$ cat src/design/mmts_pkg.sv
package mmts_pkg;

  // Operation codes carried by the kind field.
  localparam logic [1:0] KIND_PUSH  = 2'd0;
  localparam logic [1:0] KIND_POP   = 2'd1;
  localparam logic [1:0] KIND_READ  = 2'd2;

  // Status codes of a result beat.
  localparam logic [1:0] STATUS_OK       = 2'd0;
  localparam logic [1:0] STATUS_OVERFLOW = 2'd1;
  localparam logic [1:0] STATUS_EMPTY    = 2'd2;

  localparam int unsigned DataW  = 32;
  localparam int unsigned CountW = 11;

  // One stack entry: the value and the running min and max up to it.
  typedef struct packed {
    logic signed [DataW-1:0] value;
    logic signed [DataW-1:0] min;
    logic signed [DataW-1:0] max;
  } entry_t;

  // One result beat.
  typedef struct packed {
    logic signed [DataW-1:0] value;
    logic signed [DataW-1:0] min;
    logic signed [DataW-1:0] max;
    logic [CountW-1:0]       count;
    logic [1:0]              status;
  } result_t;

  // Commands from the controller to the datapath.
  typedef struct packed {
    logic exec;      // Finish a push, read, empty access or a pop of the last entry.
    logic pop_rd;    // Start a pop that needs the entry below the top from memory.
    logic pop_load;  // Finish that pop with the memory read data.
  } ctrl_cmd_t;

  // Status from the datapath to the controller.
  typedef struct packed {
    logic multi;     // At least two entries are held.
  } dp_stat_t;

  // Controller states, one-hot.
  typedef enum logic [1:0] {
    ST_IDLE     = 2'b01,
    ST_POP_WAIT = 2'b10
  } state_e;

endpackage

$ cat src/design/mmts_ctrl.sv
module mmts_ctrl (
  input  logic                clk_i,
  input  logic                rst_ni,
  input  logic                in_valid_i,
  output logic                in_stall_o,
  input  logic [1:0]          kind_i,
  output logic                out_valid_o,
  input  logic                out_stall_i,
  input  mmts_pkg::dp_stat_t  stat_i,
  output mmts_pkg::ctrl_cmd_t cmd_o
);
  import mmts_pkg::*;

  state_e state_q, state_d;
  logic   out_valid_q, out_valid_d;
  logic   slot_free;
  logic   accept;
  logic   long_pop;

  // The result register is free when empty or when its beat leaves this cycle.
  assign slot_free  = !out_valid_q || !out_stall_i;
  assign in_stall_o = !((state_q == ST_IDLE) && slot_free);
  assign accept     = in_valid_i && !in_stall_o;
  assign long_pop   = (kind_i == KIND_POP) && stat_i.multi;

  // Command decode and next state.
  always_comb begin
    state_d        = state_q;
    cmd_o          = '0;
    case (state_q)
      ST_IDLE: begin
        if (accept) begin
          if (long_pop) begin
            cmd_o.pop_rd = 1'b1;
            state_d      = ST_POP_WAIT;
          end else begin
            cmd_o.exec = 1'b1;
          end
        end
      end
      ST_POP_WAIT: begin
        cmd_o.pop_load = 1'b1;
        state_d        = ST_IDLE;
      end
      default: begin
        state_d = ST_IDLE;
      end
    endcase
  end

  // Result valid: set when a result is loaded, cleared when taken.
  always_comb begin
    out_valid_d = out_valid_q;
    if (cmd_o.exec || cmd_o.pop_load) begin
      out_valid_d = 1'b1;
    end else if (out_valid_q && !out_stall_i) begin
      out_valid_d = 1'b0;
    end
  end

  always_ff @(posedge clk_i or negedge rst_ni) begin
    if (!rst_ni) begin
      state_q     <= ST_IDLE;
      out_valid_q <= 1'b0;
    end else begin
      state_q     <= state_d;
      out_valid_q <= out_valid_d;
    end
  end

  assign out_valid_o = out_valid_q;

  // A pop waiting on memory always finds the result register free.
  a_wait_slot_free: assert property (@(posedge clk_i) disable iff (!rst_ni)
    (state_q == ST_POP_WAIT) |-> !out_valid_q)
    else $error("pop wait entered while a result was pending");

  // The memory wait ends with a return to idle and a result.
  a_wait_one_cycle: assert property (@(posedge clk_i) disable iff (!rst_ni)
    (state_q == ST_POP_WAIT) |=> (state_q == ST_IDLE) && out_valid_q)
    else $error("pop wait did not finish with a result");

  // No beat is accepted unless its result has room.
  a_accept_room: assert property (@(posedge clk_i) disable iff (!rst_ni)
    accept |-> slot_free)
    else $error("beat accepted while the result register was blocked");

endmodule

$ cat config.mk
export PLATFORM = sky130hd
export DESIGN_NAME = mmts_ctrl
export DESIGN_NICKNAME = d
export VERILOG_FILES = /design/src/design/mmts_pkg.sv /design/src/design/mmts_ctrl.sv
export SDC_FILE = /design/constraint.sdc
export NUM_CORES = 1
export LEC_CHECK = 0
export BUFFER_PORTS_ARGS = -buffer_cell sky130_fd_sc_hd__buf_2
export CAP_MARGIN = 10
export CORE_AREA = 2 2 39 41
export DETAILED_ROUTE_END_ITERATION = 8
export DIE_AREA = 0 0 41 43
export PLACE_DENSITY_LB_ADDON = 0.2
export SLEW_MARGIN = 20
export SYNTH_ARGS = -nofsm -noshare
export SYNTH_HDL_FRONTEND = slang
export SYNTH_SLANG_ARGS = --single-unit
export TNS_END_PERCENT = 50
$ cat constraint.sdc
create_clock -name clk_i -period 1.8 [get_ports clk_i]
set_input_delay 0.36 -clock clk_i [delete_from_list [all_inputs] [get_ports clk_i]]
set_output_delay 0.36 -clock clk_i [all_outputs]
set_load 0.05 [all_outputs]
======== Yosys cells after proc, flatten, opt, wreduce, memory -nomap -nowiden ========
Index checks and enable logic that the tools add are counted.
W data, S select, Z words.
operators by class
  equal/unequal tests ..................... 5
  mux-type cells .......................... 10
  reductions and logical operators ........ 11
operators by type and width
  kind                  number
  $mux W2               5
  $mux W1               5
  $eq A2 B1 Y1 const B  2
  $logic_and A1 B1 Y1   4
  $ne A2 B2 Y1 const B  2
  $logic_not A1 Y1      3
  $eq A2 B2 Y1 const B  1
  $logic_or A1 B1 Y1    2
  $reduce_and A2 Y1     1
  $reduce_bool A2 Y1    1
word-level totals
  register bits ........................... 3
  logic and storage cells ................. 28

======== Depth between registers and ports, before layout ========
  word-level depth ........................ 8
  gate-level depth with buffers ........... 2
  gate-level depth less buffers ........... 2

======== Least setup slack after synthesis ========
OpenSTA, ideal clock, no wires.
  kind .................................... reg2out
  from .................................... register out_valid_q (netlist: out_valid_o)
  to ...................................... output port cmd_o[1] (netlist name)
  arrival time ............................ 1.240 ns
  required time ........................... 1.440 ns
  setup slack ............................. 0.200 ns
  cell stages (with the launch flop) ...... 3
  path through ............................ dfrtp_1 > nand2_1 > and4_1
RTL lines
  what                    RTL line         source
  from (decl)             mmts_ctrl.sv:15  logic out_valid_q, out_valid_d;
  from (signal assigned)  mmts_ctrl.sv:67  out_valid_q <= out_valid_d;
  to (decl)               mmts_ctrl.sv:10  output mmts_pkg::ctrl_cmd_t cmd_o

==> impl_metrics.tcl <==
set metrics [dict create \
    grt_overflow 0 \
    cts_tree "yes" \
    drt_wl_total_um 440 \
    io_pins 12 \
    p_leak_nw 0.162 \
    viasPerCell 3.74 \
    insertedDiodeCount 0 \
    clk_path_buf_depth 2 \
    cellPowerDensity_nw_per_um2 825 \
    startpoint_type "flop" \
    rsz0062_at_grt "no" \
    total_switching_power_w 0.0000785 \
    path_class "flop to output port" \
    num_vias 176 \
    gp_congestion 0.689 \
    fp.dieH_um 43 \
    area_growth_pct 62.7 \
    syn_area_per_cell_um2 12.8 \
    nets 39 \
    placed_cell_area_um2 267 \
    grt_antenna_before_repair 0 \
    dr.first_iter.drc_count 1 \
    grt_usage 0.0695 \
    fp.coreArea_um2 1380 \
    p_clk_frac 0.452 \
    cap_viol_max_count 0 \
    ys_seq_area_frac 0.399 \
    drive_above_1_share 0.645 \
    final_cells 47 \
    slew_headroom 0.834 \
    cts-root-buf "clkbuf_4" \
    grt_pass1_wl_um 752 \
    cp-startpoint "state_q[0]" \
    drt-wirelength-per-cell_um 9.36 \
    grt_max_degree 7 \
    fmax_mhz 577 \
    dp_cells 42 \
    synth_top_area_cell "dfrtp_1" \
    cts_buffers 3 \
    yosys-top-cells-area "dfrtp_1, nor2b_4, dfstp_2" \
    finalInstanceArea_um2 312 \
    slowest_delay_ns 0.54 \
    clk_pin_slew_ns 0.04 \
    p_seq_frac 0.291 \
    synth_top_area_share 0.261 \
    drt-pass1-iter-count 2 \
    placementRows 14 \
    finClkSkew_ns 0.000127 \
    synth_seq_cells 3 \
    synth_cell_types 11 \
    start_util 0.138 \
    grt_pass1_vias 199 \
    clock-sinks 3 \
    worstSkewPairLatency_ns 0.23 \
    period_needed_ns 1.73 \
    holdCritStartpoint "in_valid_i" \
    power_w 0.000257 \
    ant_nets 0 \
    internal-power_w 0.000179 \
    die_area_um2 1760 \
    peakVddDrop_v 0.000186 \
    path_cells "nor2b_4 -> and4_2 -> buf_6" \
    worstMarginPinSlew_ns 0.251 \
    cp-end-kind "output port" \
    outcome "finished clean" \
    min_period_over_period 0.963 \
    htreeDepth 1 \
    regToRegStartpoint "state_q[0]" \
    hold_class "primary input to flop" \
    finalMaxSlewViolations 0 \
    switching_share 0.305 \
    whs_ns 0.349 \
    crit_arrival_ns 1.37 \
    fin_setup_tns_ns 0 \
    setup_viol_count_final 0 \
    syn_inst 15 \
    drcViolationCount 0 \
    postSynthNetCount 22 \
    path_max_fanout 6 \
    die_x_um 41 \
    cp.required_ns 1.44 \
    syn_area_um2 191 \
    yosysWarningCount 0 \
    power_frac_comb 0.258 \
    slowest_stage "dfstp_2" \
    hold_viol_final 0 \
    port-buffer-count 11 \
]
[cells by family (layout without fill, tap and decap cells)]
group	count (synthesis)	count (layout)	share of synthesized area
AOI/OAI and AO/OA	1	1	0.0523
DFF	3	3	0.399
and+or+nand+nor	11	11	0.549
buffers and inverters	0	16	0
[layout make-up]
class	count	area, µm²
fillers	152	1070
well taps	16	20.0
repair buffers	12	73.8
clock buffers	4	26.3
multi-input cells	12	115
flip-flops and latches	3	76.3
[critical path, delay by kind of cell, from the launching register on]
kind                   cells  cell delay (ns)
flip-flops                 1             0.54
AND/OR/NAND/NOR            2             0.45
buffers and inverters      1             0.16
[what timing repair did]
item                                    4_1_cts  5_1_grt
endpoints found under the hold margin         2        0
endpoints found under the setup margin        1        2
hold buffers                                  1        0
resized for setup                             1        3
buffers inserted                              0        0
[path summary, 6_finish.rpt]
kind / endpoint / slack, ns / depth (start not counted)
worst max-delay path: cmd_o[2] / 0.07 / 3
worst min-delay path: state_q[0] / 0.35 / 2
worst max register to register: out_valid_o / 0.78 / 2
worst min register to register: state_q[0] / 0.58 / 2
max in group asynchronous: state_q[0] / 1.15 / 2
min in group asynchronous: state_q[1] / 0.45 / 2
[registers in the layout, indices dropped and copies added, names as in the netlist]
name,flops
out_valid_o,1
state_q,2
[synthesized netlist by cell type (all sizes together)]
library cell / count
dfstp: 1
and4: 3
nand4: 1
nand2: 2
and2: 1
a311o: 1
and3b: 1
nor2b: 2
dfrtp: 2
nand3b: 1
[routing by layer]
metal  GRT usage  part of all wire  vias up
li1            -                 -       93
met1      0.0747              0.44       75
met2      0.0875              0.47        8
met3      0.0314             0.091        0
met4      0.0800                 0        0
met5           0                 0        -
[power groups by stage]
stage	Combinational (W)	Clock (W)	Sequential, W
6_report	0.0000663	0.000116	0.0000747
5_1_grt	0.0000705	0.000127	0.0000752
4_1_cts	0.0000644	0.000122	0.0000749
3_5_place_dp	0.0000610	0	0.0000753
3_3_place_gp	0.0000609	0	0.0000750
2_1_floorplan	0.0000336	0	0.0000833
[per-stage QoR]
| stage | worst slack (ns) | utilization |
|---|---|---|
| 2_1_floorplan | 0.200 | - |
| 5_1_grt | 0.00559 | 0.225 |
| 3_5_place_dp | 0.241 | 0.193 |
| 3_3_place_gp | 0.250 | 0.193 |
| 6_report | 0.0657 | 0.225 |
| 4_1_cts | 0.0149 | 0.221 |
[cell usage in the layout, fill, tap and decap left out, types with 2 or more instances in the layout]
cell      n
nand2_1   2
dfrtp_1   2
nor2b_4   2
and4_1    2
buf_2     9
clkbuf_4  3
(Power assumes the default switching activity.)
